File: config.mk
export PLATFORM = sky130hd
export DESIGN_NAME = grwt_sub
export DESIGN_NICKNAME = d
export VERILOG_FILES = /design/src/sv/assert_macros.svh /design/src/sv/grwt_pkg.sv /design/src/sv/grwt_sub.sv
export SDC_FILE = /design/constraint.sdc
export NUM_CORES = 1
export LEC_CHECK = 0
export BUFFER_PORTS_ARGS = -buffer_cell sky130_fd_sc_hd__buf_2
export CAP_MARGIN = 40
export CORE_ASPECT_RATIO = 1.25
export CORE_MARGIN = 2
export CORE_UTILIZATION = 55
export DETAILED_ROUTE_END_ITERATION = 10
export PLACE_DENSITY_LB_ADDON = 0.05
export SLEW_MARGIN = 40
export SYNTH_ARGS = -nofsm -noshare
export SYNTH_HDL_FRONTEND = slang
export SYNTH_SLANG_ARGS = --single-unit
File: constraint.sdc
create_clock -name vclk -period 12.15
set_clock_uncertainty 0.2 [all_clocks]
set_input_delay 2.43 -clock vclk [all_inputs]
set_output_delay 2.43 -clock vclk [all_outputs]
set_load 0.02 [all_outputs]
File: src/sv/assert_macros.svh
// Assertion macros shared by the replay window table RTL.
`ifndef ASSERT_MACROS_SVH
`define ASSERT_MACROS_SVH

// Checked on every clock edge outside reset.
`define GRWT_ASSERT(label, prop, msg) \
   label: assert property (@(posedge clock) disable iff (reset) prop) else $error(msg);

// Checked on every clock edge, reset included.
`define GRWT_ASSERT_ALWAYS(label, prop, msg) \
   label: assert property (@(posedge clock) prop) else $error(msg);

`endif

File: src/sv/grwt_pkg.sv
// Types, codes and constants for the group replay window table.
`timescale 1ns / 1ps

package grwt_pkg;

   localparam int SENDERS_DEF = 8;
   localparam int WINDOW_SIZE = 64;
   localparam int DIST_W      = $clog2(WINDOW_SIZE);

   // configuration register indexes
   localparam int CSR_IDX_W = 1;
   localparam logic [CSR_IDX_W-1:0] CSR_CURRENT_EPOCH = 1'b0;
   localparam logic [CSR_IDX_W-1:0] CSR_NEXT_EPOCH    = 1'b1;

   // request operations
   localparam logic OP_CHECK  = 1'b0;
   localparam logic OP_COMMIT = 1'b1;

   // response status codes
   localparam logic [1:0] STATUS_OK     = 2'd0;
   localparam logic [1:0] STATUS_REPLAY = 2'd1;
   localparam logic [1:0] STATUS_FULL   = 2'd2;

   typedef struct packed {
      logic        op;
      logic        link_scope;
      logic [15:0] sender_id;
      logic [31:0] epoch;
      logic [31:0] boot;
      logic [63:0] counter;
   } grwt_req_type;

   typedef struct packed {
      logic [1:0] status;
      logic       known_sender;
   } grwt_rsp_type;

   typedef struct packed {
      logic [15:0] id;
      logic [31:0] boot;
   } sndr_entry_type;

   typedef struct packed {
      logic [63:0] top;
      logic [63:0] bits;
   } win_entry_type;

   typedef struct packed {
      logic [63:0] diff;
      logic        borrow;
      logic        zero;
   } sub_res_type;

   // window store control group
   typedef struct packed {
      logic rd_en;
      logic wr_en;
      logic clr_slot_en;
      logic clr_bank_en;
      logic clr_bank;
   } win_ctrl_type;

   typedef enum logic [2:0] {
      ST_IDLE,
      ST_SCAN,
      ST_DECIDE,
      ST_WRD,
      ST_WCMP,
      ST_WDST,
      ST_WFIN,
      ST_RESP
   } grwt_state_type;

endpackage

File: src/sv/grwt_sub.sv
// Shared 64-bit subtract and compare unit.
`timescale 1ns / 1ps

module grwt_sub (
   input  logic [63:0]          a,
   input  logic [63:0]          b,
   output grwt_pkg::sub_res_type res
);
   import grwt_pkg::*;

   logic [64:0] wide;

   assign wide       = {1'b0, a} - {1'b0, b};
   assign res.diff   = wide[63:0];
   assign res.borrow = wide[64];
   assign res.zero   = (wide[63:0] == 64'd0);

endmodule

* After elaboration in Yosys (flattened, before gate mapping) *
Index checks and enable logic that the tools add are counted.

storage, ports and cells
  register bits = 0
  logic and storage cells = 2
  input port bits = 128

cells by class
  reductions and logical operators = 1
  add/subtract/negate cells = 1

operators with widths
  cell               count
  $sub A64 B64 Y65   1
  $logic_not A64 Y1  1

* Depth between registers and ports, before layout *
  word-level depth = 2
  gate-level depth with buffers = 14
  depth with buffers taken out = 14

* Worst setup path after synthesis *
No wires, ideal clock.

  kind = input to output
  start point = input port a[0]
  end point = output port res[0] (netlist bit)
  required time = 9520 ps
  arrival = 5528 ps
  stages = 14
  setup slack = 3992 ps
  buffers on the path = 0
  cell sequence = inv_1 > ha_1 > fa_1 > nand2b_1 > a21o_4 > a211oi_2 > o21ai_2 > a211oi_1 > a311oi_1 > nor4_1 > o211ai_1 > or4_1 > nor4_1 > and4_1

RTL lines
  what                line           source
  start: declaration  grwt_sub.sv:5  input logic [63:0] a,
  end: declaration    grwt_sub.sv:7  output grwt_pkg::sub_res_type res

==> metrics.yaml <==
placed_design:
  port_buffers: 194
  place_congestion: 1.017
  dp_hpwl_mm: 15.04
sta:
  relSlewSlack: 0.5157
  fin_crit_sh: 0.7346
  finalSetupTns_ps: 0
  finalHoldViolCount: 0
  worstMarginPinSlew_ps: 724.2
  period_needed_ps: 8926
  max_clock_freq_ghz: 0.1120
  rsz0062_at_grt: "false"
  setup_viol: 0
  slew_violations: 0
worst_setup_path:
  end_kind: "primary output"
  crit_cells: 14
  startpoint_type: "input port"
  critPathSlowestCell: "o21ai_0"
  arrival_ps: 6300
  path_buf_inv: 2
  worst-setup-path-type: "in -> out"
  cpPeakStageDelay_ps: 500
  worst_ep_required_time_ps: 9520
  crit_fanout: 4
  crit_chain: "buf_2 > ha_1 > a21oi_1 > nand2_1 > o21ai_0 > a211oi_1 > or3_1 > a22oi_1 > or4b_1 > nor4_1 > nand4_1 > nor4_1 > and4_1 > buf_2"
  cp_top_family: "simple AND/OR/NAND/NOR gates"
power_and_ir_drop:
  combPwrFrac: 1.000
  seqPwrFrac: 0
  vdd_drop_max_v: 0.00004583
  leakage_nw: 3.147
  power_switching_share: 0.6395
  p_int_mw: 0.1510
  p_per_area_nw_per_um2: 69.71
  p_switching_mw: 0.2679
  pwr-share-clk: 0
synthesis:
  syn_nets: 955
  synth_top_family_by_area: "compound AO/OA/AOI/OAI gates"
  synthSimpleGateAreaFrac: 0.2851
  muxShareOfSynthArea: 0.008534
  seq_area_frac_synth: 0
  synth_fa_ha_area_frac: 0.1647
  synth_xor_xnor_area_share: 0.07204
  synthCells: 762
  synth_cell_type_count: 90
  netlist_area_um2: 4985
  avgSynthCellArea_um2: 6.542
  synth_warnings: 0
  synth_compound_area_frac: 0.3870
global_routing:
  grt_pass1_wl_mm: 27.74
  antenna_found_initial: 0
  grt_pass1_vias: 6024
  grt_use_total: 0.3342
  grt_max_degree: 13
  grt_overflow: 0
outcome:
  status: "complete, no violations"
min_path:
  hold_class: "in -> out"
  hold_end: "res[2]"
  worstHoldStart: "b[0]"
  min_path_cells: 4
floorplanning:
  fp-row-count: 38
  core_um2: 8748
  die_area_um2: 9846
  io_pins: 194
  dieHeight_um: 110.4
  initial_core_util: 0.5698
  fp.dieW_um: 89.15
detailed_routing:
  avgRoutedWirePerCell_um: 16.57
  initialDrtViolationCount: 400
  viasPerCell: 6.251
  vias: 6595
  drc_errors: 0
  route.antenna.remaining_nets: 0
  drt_first_pass_iters: 5
  wl_mm: 17.49
cells_and_area:
  final_common_cell: "buf_2"
  seq_cells: 0
  final_cell_mix: "buf_2 (194), inv_1 (83), a21oi_1 (77)"
  fin_util: 0.6869
  nClkBuffers: 0
  num_antenna_cells: 0
  nets: 1130
  fillCellCount: 822
  ff_latch_area_um2: 0
  drive_gt1_frac: 0.2481
  syn_to_final_growth_pct: 20.56
clock_tree:
  post_cts.repair.setup_buffers: 0
  post_cts_resized: 0
  ctsHoldBuffers: 0
flow_run:
  cap_violations: 0
## power groups by stage
stage	combinational [mW]	clock, mW	sequential, mW
floorplan	0.285	0	0
global placement	0.402	0	0
detailed placement	0.409	0	0
CTS	0.411	0	0
global route	0.451	0	0
finish	0.419	0	0
## layer usage
metal  vias up  track usage  part of all wire
li1       3175            -                 -
met1      3016       0.4114              0.39
met2       362       0.6099              0.51
met3        42      0.03139             0.080
met4         0      0.06965             0.024
met5         -            0                 0
## logic make-up after synthesis
logic type / after synthesis
buffers and inverters: 105
XOR/XNOR: 41
multiplexers: 4
adder cells (fa/ha/maj): 65
AND/OR/NAND/NOR: 269
AO/OA/AOI/OAI: 278
## cell usage after synthesis (10+ instances only)
cell type,instances,share of area
nand3_1,15,0.015
a21o_1,33,0.050
xnor2_1,17,0.030
nand2_1,68,0.051
and2_1,13,0.016
o21ai_1,14,0.014
ha_1,64,0.16
nor2_1,58,0.044
or3_1,13,0.016
o21ai_0,45,0.045
inv_1,83,0.063
a211oi_1,10,0.015
nor3_1,21,0.021
a21oi_1,77,0.077
xor2_1,24,0.042
clkbuf_1,12,0.0090
o21a_1,10,0.015
nand4_1,23,0.029
## cell type report
cell class | instances | area [um2] | area share
multi-input combinational | 657 | 4573 | 0.7610
tap | 120 | 150.1 | 0.02498
timing repair buffer | 194 | 970.9 | 0.1616
inverter | 84 | 315.3 | 0.05247
## worst max-delay path by stage
stage / startpoint / end / slack [ps]
floorplan: a[0] / res[0] / 3990
global placement: a[3] / res[0] / 3320
detailed placement: a[5] / res[0] / 3320
CTS: a[5] / res[0] / 3300
global route: a[0] / res[0] / 2950
finish: a[5] / res[0] / 3220
## through the flow
step                      cells  hold WS [ps]  cell area, um2  power, mW  worst slack, ps
after floorplan             762          4847            4985     0.2852             3992
after global placement     1055          5019            6010     0.4016             3316
after detailed placement   1055          5044            6010     0.4091             3316
after CTS                  1055          5044            6010     0.4109             3301
after global routing       1055          5078            6010     0.4506             2951
final                      1055          5053            6010     0.4190             3224
No activity file was read; power rests on OpenSTA's default activity.
