File: src/sv/assert_macros.svh
// Assertion macros shared by the replay window table RTL.
`ifndef ASSERT_MACROS_SVH
`define ASSERT_MACROS_SVH

// Checked on every clock edge outside reset.
`define GRWT_ASSERT(label, prop, msg) \
   label: assert property (@(posedge clock) disable iff (reset) prop) else $error(msg);

// Checked on every clock edge, reset included.
`define GRWT_ASSERT_ALWAYS(label, prop, msg) \
   label: assert property (@(posedge clock) prop) else $error(msg);

`endif

File: src/sv/grwt_pkg.sv
// Types, codes and constants for the group replay window table.
`timescale 1ns / 1ps

package grwt_pkg;

   localparam int SENDERS_DEF = 8;
   localparam int WINDOW_SIZE = 64;
   localparam int DIST_W      = $clog2(WINDOW_SIZE);

   // configuration register indexes
   localparam int CSR_IDX_W = 1;
   localparam logic [CSR_IDX_W-1:0] CSR_CURRENT_EPOCH = 1'b0;
   localparam logic [CSR_IDX_W-1:0] CSR_NEXT_EPOCH    = 1'b1;

   // request operations
   localparam logic OP_CHECK  = 1'b0;
   localparam logic OP_COMMIT = 1'b1;

   // response status codes
   localparam logic [1:0] STATUS_OK     = 2'd0;
   localparam logic [1:0] STATUS_REPLAY = 2'd1;
   localparam logic [1:0] STATUS_FULL   = 2'd2;

   typedef struct packed {
      logic        op;
      logic        link_scope;
      logic [15:0] sender_id;
      logic [31:0] epoch;
      logic [31:0] boot;
      logic [63:0] counter;
   } grwt_req_type;

   typedef struct packed {
      logic [1:0] status;
      logic       known_sender;
   } grwt_rsp_type;

   typedef struct packed {
      logic [15:0] id;
      logic [31:0] boot;
   } sndr_entry_type;

   typedef struct packed {
      logic [63:0] top;
      logic [63:0] bits;
   } win_entry_type;

   typedef struct packed {
      logic [63:0] diff;
      logic        borrow;
      logic        zero;
   } sub_res_type;

   // window store control group
   typedef struct packed {
      logic rd_en;
      logic wr_en;
      logic clr_slot_en;
      logic clr_bank_en;
      logic clr_bank;
   } win_ctrl_type;

   typedef enum logic [2:0] {
      ST_IDLE,
      ST_SCAN,
      ST_DECIDE,
      ST_WRD,
      ST_WCMP,
      ST_WDST,
      ST_WFIN,
      ST_RESP
   } grwt_state_type;

endpackage

File: src/sv/grwt_sndr_store.sv
// Sender table: ids and boot floors for both scopes, registered read.
`timescale 1ns / 1ps

module grwt_sndr_store #(
   parameter  int SENDERS = grwt_pkg::SENDERS_DEF,
   localparam int ADDR_W  = $clog2(2 * SENDERS)
) (
   input  logic                     clock,
   input  logic                     reset,
   input  logic                     rd_en,
   input  logic [ADDR_W-1:0]        rd_addr,
   output grwt_pkg::sndr_entry_type rd_data,
   input  logic                     wr_en,
   input  logic [ADDR_W-1:0]        wr_addr,
   input  grwt_pkg::sndr_entry_type wr_data
);
   import grwt_pkg::*;

   localparam int DEPTH = 2 * SENDERS;

   sndr_entry_type    mem_ff [DEPTH];
   sndr_entry_type    rd_q_ff;
   logic              rd_vld_ff;
   logic [DEPTH-1:0]  vld_ff;
   logic [DEPTH-1:0]  vld_in;

   // an unwritten entry reads as free
   assign rd_data = rd_vld_ff ? rd_q_ff : '0;

   always_comb begin
      vld_in = vld_ff;
      if (wr_en) begin
         vld_in[wr_addr] = 1'b1;
      end
   end

   always_ff @(posedge clock) begin
      if (reset) begin
         vld_ff    <= '0;
         rd_vld_ff <= 1'b0;
      end else begin
         vld_ff <= vld_in;
         if (rd_en) begin
            rd_vld_ff <= vld_ff[rd_addr];
         end
      end
   end

   always_ff @(posedge clock) begin
      if (wr_en) begin
         mem_ff[wr_addr] <= wr_data;
      end
      if (rd_en) begin
         rd_q_ff <= mem_ff[rd_addr];
      end
   end

endmodule

File: config.mk
export PLATFORM = sky130hd
export DESIGN_NAME = grwt_sndr_store
export DESIGN_NICKNAME = d
export VERILOG_FILES = /design/src/sv/assert_macros.svh /design/src/sv/grwt_pkg.sv /design/src/sv/grwt_sndr_store.sv
export SDC_FILE = /design/constraint.sdc
export NUM_CORES = 1
export LEC_CHECK = 0
export BUFFER_PORTS_ARGS = -buffer_cell sky130_fd_sc_hd__buf_2
export CORE_MARGIN = 10
export CORE_UTILIZATION = 39
export CTS_CLUSTER_DIAMETER = 100
export CTS_CLUSTER_SIZE = 40
export DETAILED_ROUTE_END_ITERATION = 10
export PLACE_DENSITY = 0.54
export RECOVER_POWER = 100
export SYNTH_ARGS = -nofsm -noshare
export SYNTH_HDL_FRONTEND = slang
export SYNTH_SLANG_ARGS = --single-unit
export TNS_END_PERCENT = 50
File: constraint.sdc
create_clock -name clock -period 4.9 [get_ports clock]
set_input_delay 0.245 -clock clock [delete_from_list [all_inputs] [get_ports clock]]
set_output_delay 0.245 -clock clock [all_outputs]
set_load 0.02 [all_outputs]
# Word level (Yosys, flattened, before mapping)
# Memory sizes are Yosys's and may differ from the RTL's. A register that Yosys moved wholly into a read port is not among the register bits.
# Cells that the tools add are included.
dict set report word_totals {
  reg_bits 17
  wordCells 15
  out_inout_bits 48
  inputBits 60
  ram_bits 768
  n_memories 1
}
# memory words width read_ports rd_ports_with_merged_regs write_ports line
set memory_table {}
lappend memory_table {mem_ff 16 48 1 1 1 grwt_sndr_store.sv:21} ;# sndr_entry_type mem_ff [DEPTH];
dict set report op_classes {
  bitwise_logic 1
  n_reduce_logical 1
  n_lt_le_gt_ge 3
  mux 7
}
# op count
set op_table {}
lappend op_table {{2-to-1 mux 48 bit} 1}
lappend op_table {{bitwise OR 16 bit} 1}
lappend op_table {{< comparator 4 x 5 -> 1 bit, second input constant} 2}
lappend op_table {{binary-select mux 1 bit (select 4 bit)} 1}
lappend op_table {{demux 1 bit (select 4 bit)} 1}
lappend op_table {{greater-or-equal comparator 4 x 1 -> 1 bit, second input constant} 1}
lappend op_table {{2-to-1 mux 1 bit} 4}
lappend op_table {{logical AND 1 bit} 1}

# Logic depth before layout (Yosys ltp)
dict set report logic_depth {
  ltp_word 5
  ltp_mapped 7
  depth_no_buf 4
}

# Worst setup path after synthesis
# OpenSTA, ideal clock, no wires.
dict set report synth_path {
  kind {input-to-reg}
  startpoint {input port wr_addr[2]}
  endpoint {memory mem_ff[0][0] (netlist name) (enable)}
  t_arrival_ns 4.085
  path_buffers 0
  required_ns 4.384
  setup_slack_ns 0.299
  stages 2
  setup_time_ns 0.516
  cell_sequence {or3b_2 -> nor3_1}
}
# element line
set synth_rtl {}
lappend synth_rtl {{start: declaration} grwt_sndr_store.sv:14} ;# input logic [ADDR_W-1:0] wr_addr,
lappend synth_rtl {{end: declaration} grwt_sndr_store.sv:21}
# Straight into the memory's write port.

# Worst setup path in the final report
dict set report layout_path {
  startpoint {input port wr_addr[2]}
  endpoint {memory mem_ff[2][35] (netlist name) (enable)}
}
# Straight into the memory's write port.

==> flow_summary.json <==
{
  "tightestPinTransition_ps": 3250,
  "postSynthNetCount": 1316,
  "io_pins": 108,
  "combinationalPowerShare_pct": 6.0,
  "worstPathArrival_ps": 3750,
  "globalRouteMet1Util_pct": 21.4,
  "drt_pass1_iterations": 5,
  "met2_usage_pct": 26.6,
  "vdd_ir_drop_max_uv": 340,
  "cts_repair_resize_count": 0,
  "fp.dieW_um": 303,
  "switchingPower_mw": 2.59,
  "reg2reg_slack_ps": 2710,
  "place_hpwl_um": 36200,
  "cts.path.max_buffers": 3,
  "ys_seq_area_share_pct": 79.4,
  "grt_max_degree": 88,
  "gp_congestion": 0.689,
  "synth_seq_cells": 833,
  "crit_fanout": 26,
  "max_clock_freq_ghz": 0.285,
  "internal-power_mw": 9.50,
  "port-buffer-count": 107,
  "syn-instance-count": 1256,
  "dieHeight_um": 303,
  "floorplan.rows": 103,
  "drtAntennaViolNets": 0,
  "cts-htree-levels": 1,
  "floorplan.initialDensity_pct": 39.5,
  "worst_ep_required_time_ps": 5140,
  "post_drt_wl_per_cell_um": 28.7,
  "critical_path.startpoint_type": "input port",
  "status": "finished with violations",
  "rsz0062_at_grt": "no",
  "post_synth_instance_area_um2": 31300,
  "total_power_mw": 12.1,
  "period_minus_slack_ps": 3510,
  "area.growth.synth_to_final_pct": 10.2,
  "dr_total_vias": 13500,
  "finalCoreUtilization_pct": 43.5,
  "grt_antenna_before_repair": 4,
  "seq_pwr_share_pct": 66.5,
  "drc": 0,
  "worst-setup-path-type": "in -> reg",
  "finalWirelength_um": 71000,
  "tns_ps": 0,
  "final_net_count": 1473,
  "insertion_delay_ps": 630,
  "post_drt_via_cell_ratio": 5.44,
  "synth_top_cell_by_area": "sky130_fd_sc_hd__edfxtp_1",
  "final_layout_size_suffix_gt1_share_pct": 25.6,
  "critPathCaptureType": "flip-flop",
  "timing.final.setup_violations": 0,
  "final_area_um2": 34500,
  "placed_cell_areas_um2": 33300,
  "clock_power_share_pct": 27.5,
  "syn_area_per_cell_um2": 24.9,
  "timing.hold.ws_ps": 216,
  "final-max-slew-violation-count": 604,
  "power.leakage_nw": 10.5,
  "fin_skew_ps": 25.6,
  "max-slew-margin-rel_pct": -118,
  "nFillCells": 6697,
  "overall_global_routing_usage_pct": 15.4,
  "drt-initial-drc-count": 1430,
  "p_sw_share_pct": 21.4,
  "grt_pass1_vias": 14400,
  "postCtsSetupRepairBufs": 0,
  "design.die.area_um2": 92000,
  "global_route.overflow_total": 0,
  "cts_bufs_inserted": 28,
  "post-synth-top-area-fraction_pct": 78.3,
  "ys_top_cells_by_area": "sky130_fd_sc_hd__edfxtp_1, sky130_fd_sc_hd__mux4_2, sky130_fd_sc_hd__dfxtp_1",
  "clock_sink_count": 833,
  "hold_viol_final": 0,
  "period_share_pct": 71.6,
  "global_route.peak_usage_layer": "met2",
  "p_per_area_nw_per_um2": 351,
  "cts_tree": "built",
  "clk_transition_reported_paths_ps": 140,
  "synthDistinctLibCells": 22,
  "clockRootBuffer": "sky130_fd_sc_hd__clkbuf_16",
  "drv.max_cap_violation_count": 17,
  "placeableCoreArea_um2": 79300,
  "grt_first_pass_wirelength_um": 103000,
  "synth-warning-count": 0,
  "violated_checks": "capacitance limit, slew limit",
  "grt_util_met3_pct": 1.78,
  "worstHoldPathType": "in -> reg"
}
[path summary, 6_finish.rpt]
| path | start | endpoint | cells after the start |
|---|---|---|---|
| max reg2reg | rd_vld_ff | rd_vld_ff | 3 |
| min | wr_en | mem_ff[14][12] | 3 |
| min reg2reg | vld_ff[4] | vld_ff[4] | 2 |
| max | wr_addr[2] | mem_ff[2][35] | 5 |
[logic make-up after synthesis]
family	share of synthesized area [%]
AOI/OAI and AO/OA	0.124
buffers and inverters	1.10
and+or+nand+nor	1.82
DFF	79.4
muxes	17.5
[layout make-up]
cell class / count / area, µm² / share of cell area, %
repair buffers: 190 / 1260 / 3.67
flip-flops and latches: 833 / 24800 / 72.1
diodes: 1 / 2.50 / 0.00726
clock buffers: 30 / 729 / 2.12
multi-input cells: 360 / 6100 / 17.7
well taps: 1050 / 1310 / 3.81
clock inverters: 15 / 210 / 0.610
[critical path: stages]
cell                       delay [ps]
sky130_fd_sc_hd__clkbuf_1         110
sky130_fd_sc_hd__or3b_2           540
sky130_fd_sc_hd__nor2_4            90
sky130_fd_sc_hd__clkbuf_1        1670
sky130_fd_sc_hd__clkbuf_2        1040
[synthesized netlist by cell type, drive strengths merged]
cell / instances
nor3: 4
dfxtp: 17
or3b: 2
nand2b: 2
nor2b: 1
nand3b: 3
nand3: 1
a22oi: 1
mux4: 242
and2: 48
a221oi: 2
nand2: 2
buf: 38
nor2: 47
o211ai: 1
clkbuf: 25
edfxtp: 816
mux2i: 4
[state kept, by name (all words and copies together), names as in the netlist]
register and cells:
rd_vld_ff 1, vld_ff 16, mem_ff 768, rd_q_ff 48
[routing by layer]
| layer | vias up | routed length (µm) |
|---|---|---|
| met5 | - | 18 |
| met4 | 4 | 743 |
| met3 | 41 | 3060 |
| met2 | 281 | 36500 |
| met1 | 7536 | 30700 |
| li1 | 5633 | - |
[what timing repair did]
| item | in CTS | in global routing |
|---|---|---|
| setup endpoints to repair | 0 | 0 |
| hold buffers | 49 | 0 |
| endpoints found under the hold margin | 784 | 0 |
[power groups by stage]
stage	logic (mW)	registers, mW	clock network, mW
after global placement	0.705	8.20	0
after CTS	0.756	8.04	3.44
after global routing	0.786	8.06	3.64
final	0.726	8.04	3.33
after floorplan	0.436	8.19	0
after detailed placement	0.719	8.21	0
[cells in the final DEF, fill, tap and decap left out]
master / count
sky130_fd_sc_hd__a221oi_1: 2
sky130_fd_sc_hd__a22oi_1: 1
sky130_fd_sc_hd__and2_0: 35
sky130_fd_sc_hd__and2_1: 13
sky130_fd_sc_hd__buf_12: 7
sky130_fd_sc_hd__buf_2: 42
sky130_fd_sc_hd__buf_4: 14
sky130_fd_sc_hd__buf_8: 1
sky130_fd_sc_hd__clkbuf_1: 66
sky130_fd_sc_hd__clkbuf_16: 29
sky130_fd_sc_hd__clkbuf_2: 12
sky130_fd_sc_hd__clkinv_16: 1
sky130_fd_sc_hd__clkinv_4: 1
sky130_fd_sc_hd__clkinv_8: 4
sky130_fd_sc_hd__dfxtp_1: 17
sky130_fd_sc_hd__diode_2: 1
sky130_fd_sc_hd__dlygate4sd3_1: 49
sky130_fd_sc_hd__edfxtp_1: 816
sky130_fd_sc_hd__inv_12: 2
sky130_fd_sc_hd__inv_6: 2
sky130_fd_sc_hd__inv_8: 5
sky130_fd_sc_hd__mux2i_1: 4
sky130_fd_sc_hd__mux4_2: 242
sky130_fd_sc_hd__nand2_1: 2
sky130_fd_sc_hd__nand2b_1: 2
sky130_fd_sc_hd__nand3_1: 1
sky130_fd_sc_hd__nand3b_1: 3
sky130_fd_sc_hd__nor2_1: 46
sky130_fd_sc_hd__nor2_4: 1
sky130_fd_sc_hd__nor2b_1: 1
sky130_fd_sc_hd__nor3_1: 4
sky130_fd_sc_hd__o211ai_1: 1
sky130_fd_sc_hd__or3b_2: 2
[through the flow]
| stage | std cells | worst slack (ps) |
|---|---|---|
| floorplan | 1256 | 299 |
| global placement | 2384 | 2040 |
| detailed placement | 2384 | 2000 |
| CTS | 2478 | 2230 |
| global route | 2478 | 1180 |
| finish | 2479 | 1390 |
No activity file was read; power rests on OpenSTA's default activity.
